`src/rtl/vfc_pkg.sv`:
```
// Shared types and constants for the varint frame classifier.
// Used by every module in rtl/; depends on nothing else.
`default_nettype none

package vfc_pkg;

    // Default and largest number of bytes in one varint field
    localparam int unsigned MAX_VARINT_BYTES_DEF = 5;

    // Field widths
    localparam int unsigned VALUE_W = 32;
    localparam int unsigned COUNT_W = 16;
    localparam int unsigned SIZE_W  = 3;

    // Byte layout of a varint byte
    localparam int unsigned CONT_BIT = 7;
    localparam logic [6:0]  DATA_MASK = 7'h7f;

    // Id value that switches a flow to compressed framing
    localparam logic [VALUE_W-1:0] ID_SWITCH = 32'h0000_0003;

    // Largest number of bytes counted in one packet
    localparam logic [COUNT_W-1:0] COUNT_LIMIT = 16'hffff;

    // One input word
    typedef struct packed {
        logic [7:0] payload_byte;
        logic       byte_present;
        logic       last_byte;
        logic       is_tcp;
        logic       flow_compressed_in;
    } t_in_word;

    // One result word
    typedef struct packed {
        logic is_match;
        logic flow_compressed_out;
    } t_out_word;

endpackage

`default_nettype wire

```
`src/rtl/varint_frame_classifier.sv`:
```
// Top level of the varint frame classifier: input register, parser, result register.
// Depends on vfc_pkg, vfc_in_stage and vfc_parser.
//
// Usage:
//   The input channel (i_in_valid / o_in_ready / i_in_word) carries one payload
//   word per handshake; last_byte closes a packet. Words with byte_present low
//   carry no byte; is_tcp and flow_compressed_in are taken from a packet's first
//   word. The output channel (o_out_valid / i_out_ready / o_out_word) carries
//   one result word per packet, made from the packet's last word.
//   Timing: the last word is captured in the input register and is judged on
//   its way into the result register, which raises o_out_valid and holds the
//   result until i_out_ready takes it. Throughput: one word per cycle unless a
//   packet end waits on a busy result register; the parser updates its varint
//   state as each word is taken, so packets may follow each other directly.
//   When the receiver stalls, the result register holds its word; words that do
//   not end a packet keep flowing, and a packet end waits in the input register
//   until the result register frees, holding o_in_ready low meanwhile.
//   Reset (synchronous, active low) empties both registers and returns the
//   parser to the start of a packet.
`default_nettype none

module varint_frame_classifier #(
    parameter int unsigned MAX_VARINT_BYTES = vfc_pkg::MAX_VARINT_BYTES_DEF
) (
    input  wire                 i_clk,
    input  wire                 i_rst_n,
    input  wire                 i_in_valid,
    output logic                o_in_ready,
    input  vfc_pkg::t_in_word   i_in_word,
    output logic                o_out_valid,
    input  wire                 i_out_ready,
    output vfc_pkg::t_out_word  o_out_word
);

    logic               stage_valid;
    vfc_pkg::t_in_word  stage_word;
    logic               proc_fire;
    vfc_pkg::t_out_word result;
    logic               r_out_valid;
    vfc_pkg::t_out_word r_out_word;

    // Consume the held word unless it ends a packet and the result slot is busy
    assign proc_fire = stage_valid
                       && (!stage_word.last_byte || !r_out_valid || i_out_ready);

    vfc_in_stage u_in_stage (
        .i_clk   (i_clk),
        .i_rst_n (i_rst_n),
        .i_valid (i_in_valid),
        .o_ready (o_in_ready),
        .i_word  (i_in_word),
        .i_take  (proc_fire),
        .o_valid (stage_valid),
        .o_word  (stage_word)
    );

    vfc_parser #(
        .MAX_VARINT_BYTES (MAX_VARINT_BYTES)
    ) u_parser (
        .i_clk    (i_clk),
        .i_rst_n  (i_rst_n),
        .i_fire   (proc_fire),
        .i_word   (stage_word),
        .o_result (result)
    );

    // Hold the result word until taken
    always_ff @(posedge i_clk) begin
        if (!i_rst_n) begin
            r_out_valid <= 1'b0;
        end else if (proc_fire && stage_word.last_byte) begin
            r_out_valid <= 1'b1;
        end else if (i_out_ready) begin
            r_out_valid <= 1'b0;
        end
    end

    always_ff @(posedge i_clk) begin
        if (proc_fire && stage_word.last_byte) begin
            r_out_word <= result;
        end
    end

    assign o_out_valid = r_out_valid;
    assign o_out_word  = r_out_word;

    // A packet end always lands in the result register
    a_end_gives_result: assert property (@(posedge i_clk) disable iff (!i_rst_n)
        proc_fire && stage_word.last_byte |=> o_out_valid)
        else $error("packet end produced no result");

    // A word that does not end a packet never creates a result
    a_no_spurious_result: assert property (@(posedge i_clk) disable iff (!i_rst_n)
        proc_fire && !stage_word.last_byte && !(r_out_valid && !i_out_ready)
        |=> !o_out_valid)
        else $error("result without packet end");

    // An accepted word is captured into the input register
    a_word_captured: assert property (@(posedge i_clk) disable iff (!i_rst_n)
        i_in_valid && o_in_ready |=> stage_valid)
        else $error("accepted word lost");

endmodule

`default_nettype wire

```
`src/rtl/vfc_in_stage.sv`:
```
// Input register of the varint frame classifier: holds one word for the parser.
// Depends on vfc_pkg.
`default_nettype none

module vfc_in_stage (
    input  wire                 i_clk,
    input  wire                 i_rst_n,
    input  wire                 i_valid,
    output logic                o_ready,
    input  vfc_pkg::t_in_word   i_word,
    input  wire                 i_take,
    output logic                o_valid,
    output vfc_pkg::t_in_word   o_word
);

    logic              r_valid;
    vfc_pkg::t_in_word r_word;

    // Accept a new word when empty or when the held word leaves this cycle
    assign o_ready = !r_valid || i_take;
    assign o_valid = r_valid;
    assign o_word  = r_word;

    // Hold control state
    always_ff @(posedge i_clk) begin
        if (!i_rst_n) begin
            r_valid <= 1'b0;
        end else if (o_ready) begin
            r_valid <= i_valid;
        end
    end

    // Capture payload
    always_ff @(posedge i_clk) begin
        if (o_ready && i_valid) begin
            r_word <= i_word;
        end
    end

endmodule

`default_nettype wire

```
`src/rtl/vfc_parser.sv`:
```
// Per-packet varint parser and frame verdict of the varint frame classifier.
// Depends on vfc_pkg.
`default_nettype none

module vfc_parser #(
    parameter int unsigned MAX_VARINT_BYTES = vfc_pkg::MAX_VARINT_BYTES_DEF
) (
    input  wire                 i_clk,
    input  wire                 i_rst_n,
    input  wire                 i_fire,
    input  vfc_pkg::t_in_word   i_word,
    output vfc_pkg::t_out_word  o_result
);

    typedef enum logic [1:0] {
        PH_LEN,
        PH_ID,
        PH_BODY
    } t_phase;

    localparam logic [vfc_pkg::SIZE_W-1:0] MaxIdx = vfc_pkg::SIZE_W'(MAX_VARINT_BYTES);

    t_phase                         r_phase,  n_phase;
    logic [vfc_pkg::VALUE_W-1:0]    r_acc,    n_acc;
    logic [vfc_pkg::SIZE_W-1:0]     r_idx,    n_idx;
    logic [vfc_pkg::VALUE_W-1:0]    r_len,    n_len;
    logic [vfc_pkg::SIZE_W-1:0]     r_lsize,  n_lsize;
    logic [vfc_pkg::VALUE_W-1:0]    r_id,     n_id;
    logic [vfc_pkg::SIZE_W-1:0]     r_isize,  n_isize;
    logic [vfc_pkg::COUNT_W-1:0]    r_count,  n_count;
    logic                           r_failed, n_failed;
    logic                           r_tcp,    n_tcp;
    logic                           r_comp,   n_comp;
    logic                           r_in_pkt;

    logic [5:0]                     shift_amt;
    logic [vfc_pkg::VALUE_W-1:0]    part;
    logic [vfc_pkg::VALUE_W-1:0]    acc_sum;
    logic [vfc_pkg::SIZE_W-1:0]     idx_inc;
    logic [vfc_pkg::SIZE_W:0]       hdr_size;
    logic [vfc_pkg::VALUE_W:0]      frame_len;
    logic                           shape_ok;
    logic                           len_ok;
    logic                           match;

    // Place the seven data bits at 7 * index; bits above 31 drop
    assign shift_amt = 6'({r_idx, 3'b000}) - 6'(r_idx);
    assign part      = vfc_pkg::VALUE_W'(i_word.payload_byte[6:0] & vfc_pkg::DATA_MASK)
                       << shift_amt;
    assign acc_sum   = r_acc | part;
    assign idx_inc   = r_idx + 1'b1;

    // Advance the parse by one byte
    always_comb begin
        n_phase  = r_phase;
        n_acc    = r_acc;
        n_idx    = r_idx;
        n_len    = r_len;
        n_lsize  = r_lsize;
        n_id     = r_id;
        n_isize  = r_isize;
        n_count  = r_count;
        n_failed = r_failed;
        n_tcp    = r_in_pkt ? r_tcp  : i_word.is_tcp;
        n_comp   = r_in_pkt ? r_comp : i_word.flow_compressed_in;

        if (i_word.byte_present && !r_failed) begin
            if (r_count == vfc_pkg::COUNT_LIMIT) begin
                n_failed = 1'b1;
            end else begin
                n_count = r_count + 1'b1;
                if (r_phase != PH_BODY) begin
                    n_acc = acc_sum;
                    n_idx = idx_inc;
                    if (!i_word.payload_byte[vfc_pkg::CONT_BIT]) begin
                        if (acc_sum[vfc_pkg::VALUE_W-1]) begin
                            n_failed = 1'b1;
                        end else begin
                            if (r_phase == PH_LEN) begin
                                n_len   = acc_sum;
                                n_lsize = idx_inc;
                                n_phase = PH_ID;
                            end else begin
                                n_id    = acc_sum;
                                n_isize = idx_inc;
                                n_phase = PH_BODY;
                            end
                            n_acc = '0;
                            n_idx = '0;
                        end
                    end else if (idx_inc >= MaxIdx) begin
                        n_failed = 1'b1;
                    end
                end
            end
        end
    end

    // Judge the frame from the state after this byte
    assign hdr_size  = {1'b0, n_lsize} + {1'b0, n_isize};
    assign frame_len = {1'b0, n_len} + (vfc_pkg::VALUE_W+1)'(n_lsize);
    assign shape_ok  = n_tcp && !n_failed && (n_phase == PH_BODY)
                       && (n_count > vfc_pkg::COUNT_W'(hdr_size));
    assign len_ok    = frame_len == (vfc_pkg::VALUE_W+1)'(n_count);
    assign match     = shape_ok && len_ok && (!n_comp || (n_id == '0));

    assign o_result.is_match            = match;
    assign o_result.flow_compressed_out = n_comp
                                          || (match && (n_id == vfc_pkg::ID_SWITCH));

    // Hold parse state; clear it at the end of each packet
    always_ff @(posedge i_clk) begin
        if (!i_rst_n || (i_fire && i_word.last_byte)) begin
            r_phase  <= PH_LEN;
            r_acc    <= '0;
            r_idx    <= '0;
            r_len    <= '0;
            r_lsize  <= '0;
            r_id     <= '0;
            r_isize  <= '0;
            r_count  <= '0;
            r_failed <= 1'b0;
            r_tcp    <= 1'b0;
            r_comp   <= 1'b0;
            r_in_pkt <= 1'b0;
        end else if (i_fire) begin
            r_phase  <= n_phase;
            r_acc    <= n_acc;
            r_idx    <= n_idx;
            r_len    <= n_len;
            r_lsize  <= n_lsize;
            r_id     <= n_id;
            r_isize  <= n_isize;
            r_count  <= n_count;
            r_failed <= n_failed;
            r_tcp    <= n_tcp;
            r_comp   <= n_comp;
            r_in_pkt <= 1'b1;
        end
    end

endmodule

`default_nettype wire
```
`config.mk`:
```
export PLATFORM = sky130hd
export DESIGN_NAME = varint_frame_classifier
export DESIGN_NICKNAME = d
export VERILOG_FILES = /design/src/rtl/vfc_pkg.sv /design/src/rtl/varint_frame_classifier.sv /design/src/rtl/vfc_in_stage.sv /design/src/rtl/vfc_parser.sv
export SDC_FILE = /design/constraint.sdc
export NUM_CORES = 1
export LEC_CHECK = 0
export BUFFER_PORTS_ARGS = -buffer_cell sky130_fd_sc_hd__buf_4
export CAP_MARGIN = 20
export CORE_MARGIN = 2
export CORE_UTILIZATION = 25
export DETAILED_ROUTE_END_ITERATION = 10
export PLACE_DENSITY = 0.46
export RECOVER_POWER = 25
export SYNTH_ARGS = -nofsm -noshare
export SYNTH_HDL_FRONTEND = slang
export SYNTH_HIERARCHICAL = 1
export SYNTH_SLANG_ARGS = --single-unit
```
`constraint.sdc`:
```
create_clock -name i_clk -period 7 [get_ports i_clk]
set_input_delay 1.75 -clock i_clk [delete_from_list [all_inputs] [get_ports i_clk]]
set_output_delay 1.75 -clock i_clk [all_outputs]
set_load 0.02 [all_outputs]
```
Word-level counts from Yosys, hierarchy flattened
Index checks and enable logic that the tools add are counted.

word-level totals
  register bits = 143
  latch bits = 0
  memory bits (writable) = 0
  bits in read-only memories = 0
  bits of input ports = 16
  output and inout bits = 4
  logic and storage cells = 109
  memories = 0

operators by class
  add/sub/neg operators = 5
  multipliers = 0
  div/mod/pow operators = 0
  order comparisons = 2
  equality and inequality tests = 5
  shift operators = 1
  multiplexer cells = 46
  bitwise operators = 2
  reduce and logical (&&, ||, !) cells = 27

operators with widths
  cell                                                                     count
  32-bit 2-to-1 mux                                                        14
  3-bit 2-to-1 mux                                                         14
  32-bit by 3-bit adder with 33-bit output                                 1
  33-bit by 16-bit equality test with 1-bit output                         1
  32-bit by 2-bit equality test with 1-bit output (second input constant)  1
  32-bit zero test                                                         1
  16-bit 2-to-1 mux                                                        2
  32-bit OR                                                                1
  7-bit by 6-bit left shift with 32-bit output                             1
  16-bit by 1-bit adder with 16-bit output (second input constant)         1
  16-bit equality test (second input constant)                             1
  16-bit by 4-bit greater-than comparator with 1-bit output                1
  2-bit 2-to-1 mux                                                         6
  1-bit logical AND                                                        10
  1-bit 2-to-1 mux                                                         10
  1-bit zero test                                                          7
  1-bit logical OR                                                         6
  6-bit by 3-bit subtractor with 6-bit output                              1
  3-bit by 3-bit adder with 4-bit output                                   1
  4-bit AND reduction                                                      1
  3-bit by 1-bit adder with 3-bit output (second input constant)           1
  3-bit >= comparator (second input constant)                              1
  2-bit equality test (second input constant)                              1
  2-bit zero test                                                          1
  other kinds (3)                                                          3

Logic depth before layout (Yosys ltp)
Gate-level depths: netlist (run 1).

  depth in word-level cells = 16
  gate-level depth with buffers = 29
  mapped depth without buffers = 21

Modules after synthesis
The synthesis (run 1) kept the hierarchy.

by module, submodules not included
  module                   times used  cells each  area an instance (µm²)  sequential area each (µm²)
  vfc_parser               1           1051        8122.8                  2542.4
  vfc_in_stage             1           17          417.9                   380.4
  varint_frame_classifier  1           9           115.1                   80.1

Least setup slack after synthesis (run 1)
Ideal clock, no wire load.

  path type = flip-flop to flip-flop
  start = register u_parser/r_idx[0] (netlist bit)
  end = register r_out_word (netlist bit o_out_word[1]), data pin
  setup time = 125 ps
  data arrival time = 5907 ps
  data required time = 6875 ps
  slack = 967 ps
  stages on the path, launching flop included = 26
  buffers on the path = 8
  clock period less this slack = 6033 ps
  cell sequence = dfxtp_1 buf_4 clkinv_1 ha_1 buf_6 mux2i_4 o2111a_1 nand2_1 buf_2 clkbuf_1 clkbuf_1 clkbuf_1 clkbuf_1 o21ai_0 ha_1 a21boi_0 nor2_1 o22ai_4 o21ai_4 or4_4 or3_1 xor2_1 nor4_2 nand2_1 nor2_1 buf_4

between the ends
  elaborated cells on any way between the ends = 53
  those cells by class = 4 x add/sub; 2 x order compare; 2 x eq/ne; 1 x shift; 35 x mux; 1 x bitwise; 8 x reduce/logical

RTL lines
  element                                                                                           RTL line                       text
  from (decl)                                                                                       vfc_parser.sv:25               logic [vfc_pkg::SIZE_W-1:0] r_idx, n_idx;
  from (signal assigned)                                                                            vfc_parser.sv:129              r_idx <= n_idx;
  6-bit by 3-bit subtractor with 6-bit output                                                       vfc_parser.sv:47               assign shift_amt = 6'({r_idx, 3'b000}) - 6'(r_idx);
  7-bit by 6-bit left shift with 32-bit output                                                      vfc_parser.sv:48               assign part = vfc_pkg::VALUE_W'(i_word.payload_byte[6:0] & vfc_pkg::DATA_MASK)
  32-bit OR                                                                                         vfc_parser.sv:50               assign acc_sum = r_acc | part;
  3-bit 2-to-1 mux *                                                                                vfc_parser.sv:76               if (acc_sum[vfc_pkg::VALUE_W-1]) begin
  3-bit 2-to-1 mux *                                                                                vfc_parser.sv:75               if (!i_word.payload_byte[vfc_pkg::CONT_BIT]) begin
  3-bit 2-to-1 mux *                                                                                vfc_parser.sv:72               if (r_phase != PH_BODY) begin
  3-bit 2-to-1 mux *                                                                                vfc_parser.sv:68               if (r_count == vfc_pkg::COUNT_LIMIT) begin
  3-bit 2-to-1 mux *                                                                                vfc_parser.sv:67               if (i_word.byte_present && !r_failed) begin
  named net u_parser.n_lsize (one bit)                                                              vfc_parser.sv:27               logic [vfc_pkg::SIZE_W-1:0] r_lsize, n_lsize;
  parallel branches: the longest is 3 deep, another holds 32-bit by 3-bit adder with 33-bit output  -
  1-bit logical AND * (2 in a row)                                                                  vfc_parser.sv:105              assign match = shape_ok && len_ok && (!n_comp || (n_id == '0));
  named net u_parser.match                                                                          vfc_parser.sv:44               logic match;
  to (signal assigned)                                                                              varint_frame_classifier.sv:80  r_out_word <= result;
  to (decl)                                                                                         varint_frame_classifier.sv:40  vfc_pkg::t_out_word r_out_word;

Mark *: on every way through the listed nets, which the timed path passes.
A chain may end at the register's enable or synchronous reset.

Worst setup path in the final report (run 1)
  start = input i_out_ready
  end = register u_parser/r_id[1] (netlist bit)

between the ends
  cells in the longest elaborated chain, start to end = 4

RTL lines
  element               RTL line                       text
  from (decl)           varint_frame_classifier.sv:31  input wire i_out_ready,
  1-bit logical OR *    varint_frame_classifier.sv:44  && (!stage_word.last_byte || !r_out_valid || i_out_ready);
  1-bit logical AND *   varint_frame_classifier.sv:44
  named net proc_fire   varint_frame_classifier.sv:37  logic proc_fire;
  1-bit logical AND     vfc_parser.sv:113              if (!i_rst_n || (i_fire && i_word.last_byte)) begin
  1-bit logical OR      vfc_parser.sv:113
  to (signal assigned)  vfc_parser.sv:132              r_id <= n_id;
  to (decl)             vfc_parser.sv:28               logic [vfc_pkg::VALUE_W-1:0] r_id, n_id;

Mark *: on every way through the listed nets, which the timed path passes. The rest lies on a longest branch.

==> results by group, run 1 <==
Logic synthesis
  – Flops & latches, synth: ~140
  – EDFF count, synth: 14
  – Cell Area, Synth: 8660 um^2
  – Post-synthesis cell type count: 91
  – Seq/Total Area, Yosys: 34.7%
  – YS warnings: 6
  – Post-Syn Instances: 1077
  – Post-synth ARST share: 0%
  – Synthesized netlist net count: around 1100
  – Top_reg_cell synth: dfxtp_1
  – Mean Syn Cell Area: approximately 8 um^2

Routing
  – Drt pass-1 iters: 5
  – DRC Markers: 0
  – Initial DRC Count: 641
  – DR WL/cell: 19.6 um
  – Via density: 5.29
  – Via Count: 8133
  – Final ANT Viol Nets: 0
  – DRT Wirelength: around 30 mm

Setup path
  – Slowest CP cell: clkbuf_1
  – Worst EP required: 7.29 ns
  – WP buf/inv: 3
  – Startpoint Class: input port
  – Crit-path max cell delay: 1.48 ns
  – Crit path kind: in -> reg
  – Max FO, Critical Path: 52
  – CP delay by family, top: buffers and inverters
  – Worst path arrival time: 6.05 ns
  – Crit-path cells: clkbuf_1 -> nor2b_1 -> a21boi_4 -> clkbuf_1 -> nand2_1 -> nand2_1 -> buf_4 -> a211oi_1
  – Worst setup EP type: flip-flop

Clocking
  – Clock Tree Buf Depth: 2
  – Post-CTS sizing: 0
  – Setup Buffers After CTS: 0
  – Clk slew on worst S/H paths: about 0.07 ns
  – CTS tree: yes
  – Hold_buf cts: 0
  – CTS H-tree lvls: 4
  – # clock sinks: about 140
  – Root Buffer: clkbuf_16
  – CTS buffer count: 17
  – Worst-Skew Late Latency: 0.44 ns

Die
  – Rows: 68
  – Core ar.: around 34000 um^2
  – Die W: 190 um
  – Io pins: 20
  – Die Height: approximately 190 um
  – Die ar.: 36100 um^2
  – Starting density of the core: 25.2%

STA
  – Period minus WS final: 5.76 ns
  – Setup Viol. Count Final: 0
  – Unrepaired setup endpoints after global routing: false
  – Max transition margin: -37.0%
  – Slew Limit Fails: 81
  – Worst-Margin Slew: 2.05 ns
  – Crit share post-route: 82.3%
  – Accumulated negative setup slack: 0 ns
  – Hold Vio Cnt, Final: 0
  – Max Freq: about 170 MHz
  – Worst Skew: 0.00949 ns

GRT
  – GRT overflow: 0
  – Largest net degree at the start of global routing: 67
  – GRT Util Overall: 17.0%
  – Initial antenna violation count: 0
  – First-pass GRT wire length: 46.6 mm
  – Vias in the first global route: ~7500

Placed design
  – Buffers on Ports: 19
  – Hpwl dp: 21.7 mm
  – GP Congestion: 0.893

Layout
  – Layout cells sized above 1: a little over a tenth
  – Commonest non-fill, non-tap cell in the layout: nor2_1
  – Ant diodes: 0
  – Final nets: 1098
  – Most frequent cells in the layout: nor2_1 (176), dfxtp_1 (129), nand2_1 (61)
  – Area growth syn-to-layout: 14.3%

Power and ir drop
  – P per Cell Area: roughly 210 nW/um^2
  – Peak supply drop: 0.115 mV
  – Total chip power: 2.07 mW
  – Leakage: 3.31 nW

Status
  – Failing checks: max-capacitance violations, max-slew violations
  – Status: finished, violations left

Flow run
  – Max-cap violations: 2

Hold path
  – Worst Hold Class: reg -> reg
==> stage by stage <==
step | setup slack [ns] | area, um^2 | instances | hold WS (ns) | util, %
finish | 1.24 | 9890 | 1536 | 0.467 | 28.8
global route | 0.808 | 9890 | 1536 | 0.496 | 28.8
CTS | 1.46 | 9880 | 1534 | 0.465 | 28.8
detailed placement | 1.48 | 9280 | 1502 | 0.456 | 27.1
global placement | 1.59 | 9280 | 1502 | 0.449 | 27.1
floorplan | 0.967 | 8660 | 1077 | 0.425 | -
==> layer usage <==
layer	routed length (um)	part of all wire, %	global-route usage, %	up-vias
met4	560	1.9	4.92	0
met3	1510	5.0	2.80	33
li1	-	-	-	3955
met1	14100	47	23.6	3918
met2	13900	46	27.0	227
met5	0	0	0	-
==> sequential cells by signal, indices dropped and copies added (netlist names), 3 cells and up <==
name               flops
u_parser/r_count      16
u_in_stage/o_word     12
u_parser/r_idx         3
u_parser/r_lsize       3
u_parser/r_acc        32
u_parser/r_isize       3
u_parser/r_len        32
u_parser/r_id         32
==> cells by family (layout without fill, tap and decap cells) <==
logic type | after synthesis | count (layout) | share of synthesized area, %
buffers and inverters | 92 | 96 | 4.47
xor gates and xnor gates | 47 | 47 | 5.07
AOI/OAI and AO/OA | 285 | 285 | 22.1
DFF | 143 | 143 | 34.7
adders and majority gates | 15 | 15 | 2.23
muxes | 41 | 41 | 5.45
and+or+nand+nor | 454 | 454 | 26.0
==> path summary, 6_finish.rpt <==
check                startpoint  cells past startpoint            endpoint  slack (ns)
max                 i_out_ready                      8    u_parser/r_id[1]        1.24
min          u_parser/r_acc[12]                      2  u_parser/r_acc[12]        0.47
max reg2reg   u_parser/r_idx[1]                     19       o_out_word[0]        1.38
min reg2reg  u_parser/r_acc[12]                      2  u_parser/r_acc[12]        0.47
==> cells in the mapped netlist (10+ instances only) <==
library cell	number	area share, %
nand3_1	29	1.7
clkbuf_1	53	2.3
mux2i_1	28	3.2
a31oi_1	22	1.6
xor2_1	19	1.9
a211oi_1	60	5.2
a21oi_1	59	3.4
nor3_1	59	3.4
a21o_1	13	1.1
buf_2	10	0.58
nor4_1	14	1.0
and3_1	13	0.94
nand2b_1	10	0.72
nand2_1	62	2.7
o21ai_0	58	3.4
nand4_1	19	1.4
or4_1	10	0.87
dfxtp_1	129	30
xnor2_1	26	2.6
edfxtp_1	14	4.9
inv_1	18	0.78
ha_1	13	1.9
nor2_1	180	7.8
==> worst min-delay path, delay by kind of cell, from the launching register on <==
family          cells  cell delay (ns)
compound gates      1             0.05
flops               1             0.32
buf+inv             1             0.05
==> layout make-up <==
cell class | count | area [um^2]
Fill cell | 3689 | 24400
Tap cell | 455 | 569
Clock buffer | 18 | 450
Multi-Input combinational cell | 842 | 5290
Inverter | 19 | 71.3
Sequential cell | 143 | 3000
Clock inverter | 14 | 156
Timing Repair Buffer | 45 | 352
==> where the power goes <==
group	internal, mW	switching (mW)	leakage, nW
registers	0.844	0.0208	1.18
logic	0.0890	0.169	1.84
clock network	0.503	0.448	0.298
No activity file was read; power rests on OpenSTA's default activity.
==> inputs of run 2 (changes only) <==
PLACE_DENSITY = 0.47   (was 0.46)
clock period = 4.7 ns   (was 7 ns; I/O delays follow)
==> run 2 against run 1 <==
Effect of this change: the run now ends clean; non-clock buffer count rose by 68; via count is 2.5% higher; largest cell class unchanged; highest routed layer unchanged; clock power up 41%.
==> results by group, run 2 (synthesized netlist as in run 1, its figures left out) <==
Status
  – Status: complete, no violations

Routing
  – Via Count: 8337
  – DRC Markers: 0
  – Final ANT Viol Nets: 0
  – DRT Wirelength: around 31 mm
  – Initial DRC Count: about 740
  – Via density: around 5.2
  – DR WL/cell: 19.6 um
  – Drt pass-1 iters: 5

Placed design
  – Buffers on Ports: 19
  – Hpwl dp: 23.8 mm
  – Cells after DPL: 1572
  – DP Area: about 9900 um^2
  – GP Congestion: 0.960

Layout
  – Largest registers: u_parser/r_acc (32), u_parser/r_id (32), u_parser/r_len (32)
  – Area growth syn-to-layout: 21.3%
  – Layout fillers: 3667
  – Layout cells sized above 1: 18.2%
  – Fin area: 10500 um^2
  – Most frequent cells in the layout: nor2_1 (176), dfxtp_1 (127), buf_4 (96)
  – Final Util: 30.6%
  – Final nets: 1166
  – Reg area: 3010 um^2
  – Commonest non-fill, non-tap cell in the layout: nor2_1
  – Post-Layout Cell Count: 1603
  – Ant diodes: 0
  – Multi-input logic area: 5400 um^2

Clocking
  – Clock Tree Buf Depth: 2
  – Clk slew on worst S/H paths: 0.06 ns
  – CTS tree: yes
  – Root Buffer: clkbuf_16
  – CTS buffer count: 17
  – Hold_buf cts: 0
  – # clock sinks: 143
  – CTS H-tree lvls: 4
  – Worst-Skew Late Latency: 0.43 ns

GRT
  – Vias in the first global route: 8149
  – First-pass GRT wire length: a little under 50 mm
  – GRT overflow: 0
  – Initial antenna violation count: 0
  – GRT Util Overall: 17.7%
  – Largest net degree at the start of global routing: 41

Setup path
  – Worst path arrival time: 4.70 ns
  – Slowest CP cell: or4_4
  – Crit-path max cell delay: 0.45 ns
  – CP delay by family, top: simple AND/OR/NAND/NOR gates
  – Crit path kind: reg -> reg
  – Worst setup EP type: flip-flop
  – R2R depth: 17
  – WP buf/inv: 2
  – Worst EP required: 4.98 ns
  – Cell count along the critical path: 17
  – Most common cell on crit path: ha_4
  – Max FO, Critical Path: 13
  – Crit-path cells: clkinv_8 -> ha_4 -> buf_4 -> mux2_2 -> a21oi_1 -> o21ai_2 -> ha_4 -> a21boi_4 -> nor2_2 -> o22ai_4 -> o21ai_4 -> or4_4 -> or3_1 -> xor2_1 -> nor4_2 -> nand4_1 -> o21ai_1
  – Startpoint Class: flip-flop

STA
  – Setup Viol. Count Final: 0
  – Crit share post-route: ~94%
  – Period minus WS final: between 4 and 5 ns
  – Worst Skew: 0.0124 ns
  – Unrepaired setup endpoints after global routing: false
  – Hold Vio Cnt, Final: 0
  – Max Freq: roughly 230 MHz
  – Slew Limit Fails: 0
  – Worst-Margin Slew: roughly 0.95 ns
  – Max transition margin: between 30% and 40%

Die
  – Starting density of the core: 25.2%
  – Rows: 68
  – Core ar.: 34300 um^2
  – Io pins: 20
  – Die Height: between 150 and 200 um
  – Die ar.: 36100 um^2
  – Die W: 190 um

Power and ir drop
  – Share of power burned in registers: 42.1%
  – Switch Pwr: 0.843 mW
  – Net Sw Frac: 27.6%
  – Pint: roughly 2.2 mW
  – Combinational share of power: 13.9%
  – P per Cell Area: 291 nW/um^2
  – Leakage: 3.65 nW
  – Peak supply drop: 0.178 mV
  – Clock share of power: 44.0%

Hold path
  – Hold Path Stages: 2
  – Worst Hold Class: reg -> reg

Flow run
  – Max-cap violations: 0
[run 2: cell count changes in the layout (fill, tap and decap cells not counted), moves of 3 or more]
cell and delta:
o21ai_2 +4, nand2_1 -4, clkbuf_8 +4, clkinv_2 +3, ha_1 -4, o21ai_1 +3
buf_4 +70, o21ai_0 -7, inv_8 -8
[run 2: final cells by class]
type	count	share of cell area (%)
Clock buffer	24	5.09
Clock inverter	7	0.465
Inverter	19	0.799
Multi-Input combinational cell	842	51.5
Sequential cell	143	28.7
Tap cell	455	5.42
Timing Repair Buffer	113	8.06
[run 2: worst paths after layout]
check	start	endpoint	slack, ns
max	u_parser/r_idx[0]	o_out_word[0]	0.28
min reg2reg	u_parser/r_acc[12]	u_parser/r_acc[12]	0.45
max reg2reg	u_parser/r_idx[0]	o_out_word[0]	0.28
min	u_parser/r_acc[12]	u_parser/r_acc[12]	0.45
[run 2: power groups by stage]
stage	registers (mW)	clock network, mW	logic [mW]
2_1_floorplan	1.30	0	0.273
3_3_place_gp	1.31	0	0.419
3_5_place_dp	1.31	0	0.421
4_1_cts	1.28	1.37	0.423
5_1_grt	1.29	1.43	0.462
6_report	1.28	1.34	0.424
[run 2: per-layer routing]
metal / GRT usage (%) / part of all wire, % / vias up / routed length, um
met4: 7.27 / 3.5 / 0 / 1090
met2: 27.7 / 45 / 239 / 14000
met3: 3.74 / 4.8 / 46 / 1510
li1: - / - / 4091 / -
met1: 23.7 / 47 / 3961 / 14800
met5: 0 / 0 / - / 0
[run 2: worst min-delay path, delay by kind of cell, from the launching register on]
kind	cells	cell delay [ns]
buf+inv	1	0.05
compound gates	1	0.05
flops	1	0.31
[run 2: repair_timing]
item	in CTS	in global routing
resized for setup	0	8
endpoints found under the setup margin	0	2
setup buffers	0	0
[run 2: stage by stage]
step | power, mW | hold WS [ns] | setup slack, ns | TNS [ns]
final | 3.05 | 0.449 | 0.284 | 0
after floorplan | 1.58 | 0.425 | -0.171 | -0.315
after global routing | 3.18 | 0.479 | 0.0213 | 0
after CTS | 3.08 | 0.451 | 0.189 | 0
after global placement | 1.73 | 0.440 | 0.344 | 0
after detailed placement | 1.73 | 0.442 | 0.202 | 0
